### config.mk
export PLATFORM = sky130hd
export DESIGN_NAME = pftp_cfg_regs
export DESIGN_NICKNAME = d
export VERILOG_FILES = /design/src/rtl/core/pftp_pkg.sv /design/src/rtl/core/pftp_cfg_regs.sv
export SDC_FILE = /design/constraint.sdc
export NUM_CORES = 1
export LEC_CHECK = 0
export BUFFER_PORTS_ARGS = -buffer_cell sky130_fd_sc_hd__buf_4
export CORE_MARGIN = 4
export CORE_UTILIZATION = 40
export DETAILED_ROUTE_END_ITERATION = 12
export PLACE_DENSITY = 0.65
export SYNTH_ARGS = -nofsm -noshare
export SYNTH_HDL_FRONTEND = slang
export SYNTH_SLANG_ARGS = --single-unit
export TNS_END_PERCENT = 50
### constraint.sdc
create_clock -name clk -period 0.8 [get_ports clk]
set_input_delay 0.16 -clock clk [delete_from_list [all_inputs] [get_ports clk]]
set_output_delay 0.16 -clock clk [all_outputs]
set_load 0.01 [all_outputs]
### src/rtl/core/pftp_pkg.sv
`timescale 1ns / 1ps
`default_nettype none

package pftp_pkg;

	localparam int DATA_W    = 32;
	localparam int SUM_W     = 36;
	localparam int CFG_IDX_W = 3;

	typedef logic signed [DATA_W-1:0] fix_t;
	typedef logic signed [SUM_W-1:0]  acc_t;
	typedef logic [CFG_IDX_W-1:0]     cfg_idx_t;

	localparam cfg_idx_t CFG_COEF_A     = 3'd0;
	localparam cfg_idx_t CFG_COEF_B     = 3'd1;
	localparam cfg_idx_t CFG_COEF_KAPPA = 3'd2;
	localparam cfg_idx_t CFG_COEF_C     = 3'd3;

	typedef struct packed {
		fix_t phi_value;
		fix_t grad_x;
		fix_t grad_y;
		fix_t grad_z;
		fix_t laplacian;
		fix_t biharmonic;
		fix_t lap_grad_x;
		fix_t lap_grad_y;
		fix_t lap_grad_z;
	} site_t;

	typedef struct packed {
		fix_t free_energy;
		fix_t chem_potential;
		fix_t stress_xx;
		fix_t stress_yy;
		fix_t stress_zz;
		fix_t stress_xy;
		fix_t stress_xz;
		fix_t stress_yz;
	} result_t;

	typedef struct packed {
		fix_t a;
		fix_t b;
		fix_t kappa;
		fix_t c;
	} coef_t;

	function automatic acc_t ext_fix(input fix_t v);
		return {{(SUM_W-DATA_W){v[DATA_W-1]}}, v};
	endfunction

	function automatic fix_t sat_fix(input acc_t v);
		fix_t r;
		if ((&v[SUM_W-1:DATA_W-1]) || !(|v[SUM_W-1:DATA_W-1])) begin
			r = v[DATA_W-1:0];
		end else if (v[SUM_W-1]) begin
			r = {1'b1, {(DATA_W-1){1'b0}}};
		end else begin
			r = {1'b0, {(DATA_W-1){1'b1}}};
		end
		return r;
	endfunction

	// one half times v, rounded half up: floor((v + 1) / 2)
	function automatic fix_t half_q(input fix_t v);
		logic [DATA_W:0] t;
		t = {v[DATA_W-1], v} + (DATA_W+1)'(1);
		return t[DATA_W:1];
	endfunction

	// one quarter times v: floor((v + 2) / 4)
	function automatic fix_t quarter_q(input fix_t v);
		logic [DATA_W+1:0] t;
		t = {{2{v[DATA_W-1]}}, v} + (DATA_W+2)'(2);
		return t[DATA_W+1:2];
	endfunction

	// three quarters times v: floor((3v + 2) / 4)
	function automatic fix_t three_q(input fix_t v);
		logic [DATA_W+1:0] e;
		logic [DATA_W+1:0] t;
		e = {{2{v[DATA_W-1]}}, v};
		t = {e[DATA_W:0], 1'b0} + e + (DATA_W+2)'(2);
		return t[DATA_W+1:2];
	endfunction

endpackage

`default_nettype wire

### src/rtl/core/pftp_cfg_regs.sv
`timescale 1ns / 1ps
`default_nettype none

module pftp_cfg_regs (
	input  logic                clk,
	input  logic                arst_n,
	input  logic                wr_en,
	input  pftp_pkg::cfg_idx_t  wr_index,
	input  pftp_pkg::fix_t      wr_data,
	output pftp_pkg::coef_t     coef
);

	pftp_pkg::coef_t coef_q;

	always_ff @(posedge clk or negedge arst_n) begin
		if (!arst_n) begin
			coef_q <= '0;
		end else if (wr_en) begin
			case (wr_index)
				pftp_pkg::CFG_COEF_A:     coef_q.a     <= wr_data;
				pftp_pkg::CFG_COEF_B:     coef_q.b     <= wr_data;
				pftp_pkg::CFG_COEF_KAPPA: coef_q.kappa <= wr_data;
				pftp_pkg::CFG_COEF_C:     coef_q.c     <= wr_data;
				default: begin
				end
			endcase
		end
	end

	assign coef = coef_q;

endmodule

`default_nettype wire

======== After elaboration in Yosys (flattened, before gate mapping) ========
Cells that the tools add are included.
operators by class
  reductions and logical operators ........ 5
  equal/unequal tests ..................... 3
operator list
  operator                                             count
  AND reduction 2 bit                                  4
  equality test 3 x 2 -> 1 bit, second input constant  2
  equality test 3 x 1 -> 1 bit, second input constant  1
  logical NOT 3 bit                                    1
storage, ports and cells
  register bits after elaboration ......... 128
  bits of input ports ..................... 38
  word-level logic and storage cells ...... 12

======== Logic depth before layout (Yosys ltp) ========
Gate-level depths: netlist of run 1.
  depth in word-level cells ............... 2
  gate-level depth with buffers ........... 4
  mapped depth without buffers ............ 2

======== Worst setup path before layout of run 1 ========
OpenSTA, ideal clock, no wires.
  kind .................................... input port to flip-flop
  start point ............................. input port wr_index[0]
  end point ............................... register coef_q, in the netlist coef[121]
  arrival time ............................ 1.083 ns
  setup time .............................. 0.125 ns
  slack ................................... -0.408 ns
  cell stages on the path ................. 3
  data required time ...................... 0.675 ns
  buffers on the path ..................... 1
  path through ............................ nor4b_4 > buf_6 > mux2_2
between the ends
  longest elaborated chain between the ends .. 2
RTL lines
  element                        RTL line             text
  start, declared                pftp_cfg_regs.sv:8   input pftp_pkg::cfg_idx_t wr_index,
  logical NOT 3 bit              pftp_cfg_regs.sv:19  case (wr_index)
  AND reduction 2 bit (no line)  -
  end, declared                  pftp_cfg_regs.sv:13  pftp_pkg::coef_t coef_q;
No other way between the ends.
A chain may end at the register's enable or synchronous reset.

======== Worst setup path in the final report of run 1 ========
  start point ............................. register coef_q, in the netlist coef[71]
  end point ............................... output port coef[71] (netlist name)
RTL lines
  element        RTL line             text
  end, declared  pftp_cfg_regs.sv:10  output pftp_pkg::coef_t coef
No word-level cell between the ends.

==> results of run 1 <==
[cells in the mapped netlist]
cell type | count | area (sq um)
buf_2 | 5 | 25.0
buf_6 | 9 | 101
dfrtp_1 | 128 | 3200
mux2_1 | 10 | 113
mux2_2 | 118 | 1330
nand4b_1 | 1 | 8.76
nor4b_4 | 1 | 23.8
nor4bb_1 | 2 | 20.0
[metal layers]
metal  wire length (microns)  global-route usage (%)
met1                    5220                    22.7
met2                    6250                    30.9
met3                    1180                    9.27
met4                     136                    5.93
met5                       0                       0
[path summary, 6_finish.rpt]
path | startpoint | endpoint | slack (ps)
worst min register to register | coef[124] | coef[124] | 520
min in group asynchronous | arst_n | coef[97] | 290
max in group asynchronous | arst_n | coef[14] | 200
worst max-delay path | coef[71] | coef[71] | -320
worst min-delay path | wr_data[28] | coef[124] | -1
worst max register to register | coef[43] | coef[43] | -230
[cell type report]
class,instances,share of cell area (%)
Tap cell,143,2.20
Clock inverter,5,0.616
Multi-Input combinational cell,132,21.1
Timing Repair Buffer,240,30.3
Clock buffer,27,6.44
Sequential cell,128,39.4
[timing repair]
action                     4_1_cts  5_1_grt
cloned                           0        0
setup buffers                   22       16
resized for setup              154        9
hold buffers                    18        4
hold endpoints to repair       164        4
pin swaps                        3        1
setup endpoints to repair      256      256
[logic make-up after synthesis]
kind of cell,count (synthesis)
multiplexers,128
flip-flops,128
buffers and inverters,14
AND/OR/NAND/NOR,4
[power by group]
part	switching [mW]	internal [mW]
Clock	2.62	4.75
Sequential	1.12	7.93
Combinational	2.26	4.67
==> results.py, run 1 <==
metrics = {
    "placement": {
        "place_area_sq_mm": 0.00643,
        "post-place-ws_ps": -699,
        "place_inst": 583,
        "dp_hpwl_microns": 8300,
        "numPortBuffers": 165,
        "finalWeightedCongestion": 0.710,
    },
    "global_route": {
        "grt-ovfl-total": 0,
        "antenna_found_initial": 0,
        "grt_pass1_vias": 3758,
        "gr-usage-all-layers_pct": 19.2,
        "grt_pass1_wl_microns": 20800,
        "grt_max_degree": 57,
    },
    "die": {
        "initial_core_util_pct": 41.5,
        "die-area_sq_mm": 0.0139,
        "floorplan.io_pins": 166,
        "die_h_microns": 118,
        "num_rows": 39,
        "core_sq_mm": 0.0116,
        "die_w_microns": 118,
    },
    "drt": {
        "initialDrtViolationCount": 151,
        "routed_wl_microns": 12800,
        "viasPerCell": 4.83,
        "postRouteAntennaNets": 0,
        "vias": 3260,
        "firstDrtPassIters": 4,
        "routedWlPerCell_microns": 18.9,
        "drcViolationCount": 0,
    },
    "synth": {
        "synthMuxAreaShare_pct": 29.9,
        "synth_seq_cells": 128,
        "netlist_instances": 274,
        "synth_fa_ha_area_share_pct": 0,
        "synth_cell_types": 8,
        "synth-simple-area-share_pct": 1.09,
        "syn-num-nets": 312,
        "syn-cell-area_sq_mm": 0.00482,
        "synth-compound-area-share_pct": 0,
        "synth_xor_area_share_pct": 0,
        "syn_area_per_cell_sq_um": 17.6,
        "synth_top_family_by_area": "multiplexers",
        "yosys_warnings": 0,
        "ys_seq_area_share_pct": 66.4,
    },
    "timing": {
        "finalCritPeriodShare_pct": 140,
        "fin_setup_tns_ps": -53450,
        "setup_viol_count_final": 256,
        "hold-worst-slack_ps": -1.28,
        "worst_pin_slew_ps": 351,
        "hold_viol": 1,
        "setup_slack_ps": -317,
        "max_freq_mhz": 896,
        "fin_skew_ps": 0,
        "grt_setup_unrepaired": "true",
        "slew_headroom_pct": 76.5,
        "min_period_ps": 1120,
        "drv_slew": 0,
    },
    "finish": {
        "final_util_pct": 70.0,
        "fin_area_sq_mm": 0.00813,
        "fillCellCount": 781,
        "nets": 557,
        "multi_input_area_sq_mm": 0.00171,
        "seq_area_sq_mm": 0.00320,
        "syn_to_final_growth_pct": 68.5,
        "final_common_cell": "buf_6",
        "final_cell_mix": "133 x buf_6, 128 x dfrtp_1, 76 x buf_4, 70 x mux2_2, 50 x mux2_4",
        "final_cells": 675,
        "drive_gt1_share_pct": 69.4,
        "n_antenna_cell": 0,
        "largest_reg_flops": 128,
    },
    "worst_setup_path": {
        "cp_num_buf_inv": 1,
        "crit_required_ps": 640,
        "worstRegToRegCells": 3,
        "path_delay_family": "flip-flops",
        "cp-start-kind": "flip-flop",
        "slowest_stage": "dfrtp_1",
        "cp_num_cells": 1,
        "critical_path_class": "reg2out",
        "cp-end-kind": "output pin",
        "worstPathMaxFanout": 2,
        "cp_slowest_stage_delay_ps": 410,
        "crit_arrival_ps": 960,
        "crit_path_cell_trace": "buf_6",
    },
    "clock_network": {
        "h-tree-depth": 4,
        "clk_path_buf_depth": 2,
        "clk_pin_slew_ps": 60,
        "clkLatencyLatePin_ps": 400,
        "cts-buffers-inserted": 17,
        "cts_root_buf": "clkbuf_16",
        "cts_tree": "done",
        "clock_sinks": 128,
    },
    "min_path": {
        "whs_path_depth": 2,
        "hold_class": "in2reg",
    },
    "power_and_ir_drop": {
        "leakage_nw": 3.87,
        "power_mw": 23.3,
        "ir_drop_uv": 2220,
        "power.density_mw_per_mm2": 2870,
    },
    "run_status": {
        "violations": "hold timing, setup timing",
        "outcome": "complete, but fails checks",
    },
    "run": {
        "maxCapViolCount": 0,
    },
}
Note: power is estimated with default switching activity, not from simulation.
==> run 2, diff against run 1 <==
Settings changed: SKIP_LAST_GASP from default to 1.
==> run 2 against run 1 <==
The flow still finishes with violations (hold timing, setup timing). Clock power hardly changed. Highest routed layer unchanged. Non-clock buffer count is 4 lower. First-iteration DRC count decreased by 28%. Critical path type unchanged.
==> results.py, run 2 (same netlist as run 1, synthesis figures left out) <==
metrics = {
    "die": {
        "die-area_sq_mm": 0.0139,
        "die_h_microns": 118,
        "die_w_microns": 118,
        "floorplan.io_pins": 166,
        "initial_core_util_pct": 41.5,
        "num_rows": 39,
        "core_sq_mm": 0.0116,
    },
    "worst_setup_path": {
        "r2r-start": "coef[43]",
        "rr_endpoint": "coef[43]",
        "crit_required_ps": 640,
        "worstPathMaxFanout": 2,
        "cp_slowest_stage_delay_ps": 410,
        "cp-start-kind": "flip-flop",
        "cp_num_buf_inv": 1,
        "path_delay_family": "flip-flops",
        "reg2reg_slack_ps": -230,
        "worstRegToRegCells": 3,
        "cp-end-kind": "output pin",
        "critical_path_class": "reg2out",
        "crit_path_cell_trace": "buf_6",
        "slowest_stage": "dfrtp_1",
        "crit_arrival_ps": 960,
    },
    "drt": {
        "routed_wl_microns": 12700,
        "firstDrtPassIters": 4,
        "vias": 3225,
        "drcViolationCount": 0,
        "initialDrtViolationCount": 108,
        "postRouteAntennaNets": 0,
        "routedWlPerCell_microns": 18.9,
        "viasPerCell": 4.81,
    },
    "clock_network": {
        "clkLatencyLatePin_ps": 400,
        "clk_pin_slew_ps": 60,
        "h-tree-depth": 4,
        "cts_tree": "done",
        "cts_root_buf": "clkbuf_16",
        "clock_sinks": 128,
        "clk_path_buf_depth": 2,
        "cts-buffers-inserted": 17,
    },
    "timing": {
        "min_period_ps": 1120,
        "worst_pin_slew_ps": 311,
        "hold-worst-slack_ps": -0.889,
        "slew_headroom_pct": 79.3,
        "fin_skew_ps": 0,
        "finalCritPeriodShare_pct": 139,
        "drv_slew": 0,
        "setup_slack_ps": -315,
        "grt_setup_unrepaired": "true",
        "setup_viol_count_final": 256,
        "hold_viol": 1,
        "max_freq_mhz": 896,
    },
    "min_path": {
        "whs_path_depth": 2,
        "hold_start": "wr_data[28]",
        "hold_class": "in2reg",
        "min_to": "coef[124]",
    },
    "global_route": {
        "grt_pass1_wl_microns": 20500,
        "gr-usage-all-layers_pct": 18.8,
        "grt_pass1_vias": 3721,
        "grt_max_degree": 57,
        "antenna_found_initial": 0,
        "grt-ovfl-total": 0,
    },
    "finish": {
        "final_util_pct": 69.2,
        "nets": 553,
        "fillCellCount": 796,
        "syn_to_final_growth_pct": 66.5,
        "final_cell_mix": "132 x buf_6, 128 x dfrtp_1, 90 x mux2_2, 74 x buf_4, 28 x mux2_4",
        "largest_reg_flops": 128,
        "multi_input_area_sq_mm": 0.00163,
        "drive_gt1_share_pct": 69.5,
        "n_antenna_cell": 0,
        "final_common_cell": "buf_6",
        "seq_area_sq_mm": 0.00320,
    },
    "placement": {
        "numPortBuffers": 165,
        "finalWeightedCongestion": 0.710,
        "dp_hpwl_microns": 8300,
    },
    "power_and_ir_drop": {
        "leakage_nw": 3.80,
        "power_mw": 23.1,
        "power.density_mw_per_mm2": 2870,
        "ir_drop_uv": 2220,
    },
    "run_status": {
        "violations": "hold timing, setup timing",
        "outcome": "complete, but fails checks",
    },
    "run": {
        "maxCapViolCount": 0,
    },
}
-- run 2: cell types whose count changed in the layout (fill, tap and decap cells not counted), sizes merged --
cell / before / now
dlygate4sd3: 22 / 18
buf: 218 / 217
clkbuf: 27 / 28
-- run 2: where the power goes --
group	switching, mW	internal [mW]	total (mW)
Sequential	1.11	7.93	9.04
Combinational	2.21	4.45	6.66
Clock	2.60	4.75	7.36
-- run 2: metrics by stage --
| step | instances | setup slack, ps | hold WS, ps | TNS [ps] | instance area [sq um] |
|---|---|---|---|---|---|
| 6_report | 671 | -315 | -0.889 | -56750 | 8030 |
| 3_5_place_dp | 583 | -699 | 175 | -76940 | 6430 |
| 4_1_cts | 651 | -335 | -17.9 | -59920 | 7790 |
| 5_1_grt | 671 | -349 | -14.2 | -65350 | 8030 |
| 3_3_place_gp | 583 | -630 | 170 | -73280 | 6430 |
| 2_1_floorplan | 274 | -408 | -136 | -42760 | 4920 |
-- run 2: worst max path at each step --
stage	startpoint	to	slack, ps	cells past startpoint
2_1_floorplan	wr_index[0]	coef[121]	-410	3
3_3_place_gp	wr_index[0]	coef[109]	-630	4
3_5_place_dp	wr_index[0]	coef[110]	-700	4
4_1_cts	coef[71]	coef[71]	-340	1
5_1_grt	coef[96]	coef[96]	-350	1
6_report	coef[71]	coef[71]	-320	1
-- run 2: layer usage --
metal  vias up  track usage (%)  wire [microns]  share of wire, %
li1       1454                -               -                 -
met1      1637             22.3            5330                42
met2       120             30.1            6010                47
met3        14             9.37            1170               9.2
met4         0             5.93             159               1.3
met5         -                0               0                 0
-- run 2: worst register-to-register path, cell delays in order (launching register included) --
cell	delay, ps
dfrtp_1	400
buf_4	140
buf_4	120
mux2_4	260
-- run 2: final cells by class --
cell class	instances	area share, %
multi-input cells	132	20.3
clock buffers	27	6.51
well taps	143	2.23
clock inverters	5	0.623
repair buffers	236	30.5
flip-flops and latches	128	39.9
-- run 2: repair_timing --
action	in CTS	in global routing
hold buffers	14	4
hold endpoints to repair	165	7
endpoints found under the setup margin	256	256
setup buffers	22	14
pin swaps	0	1
resized for setup	128	16
cloned	0	2
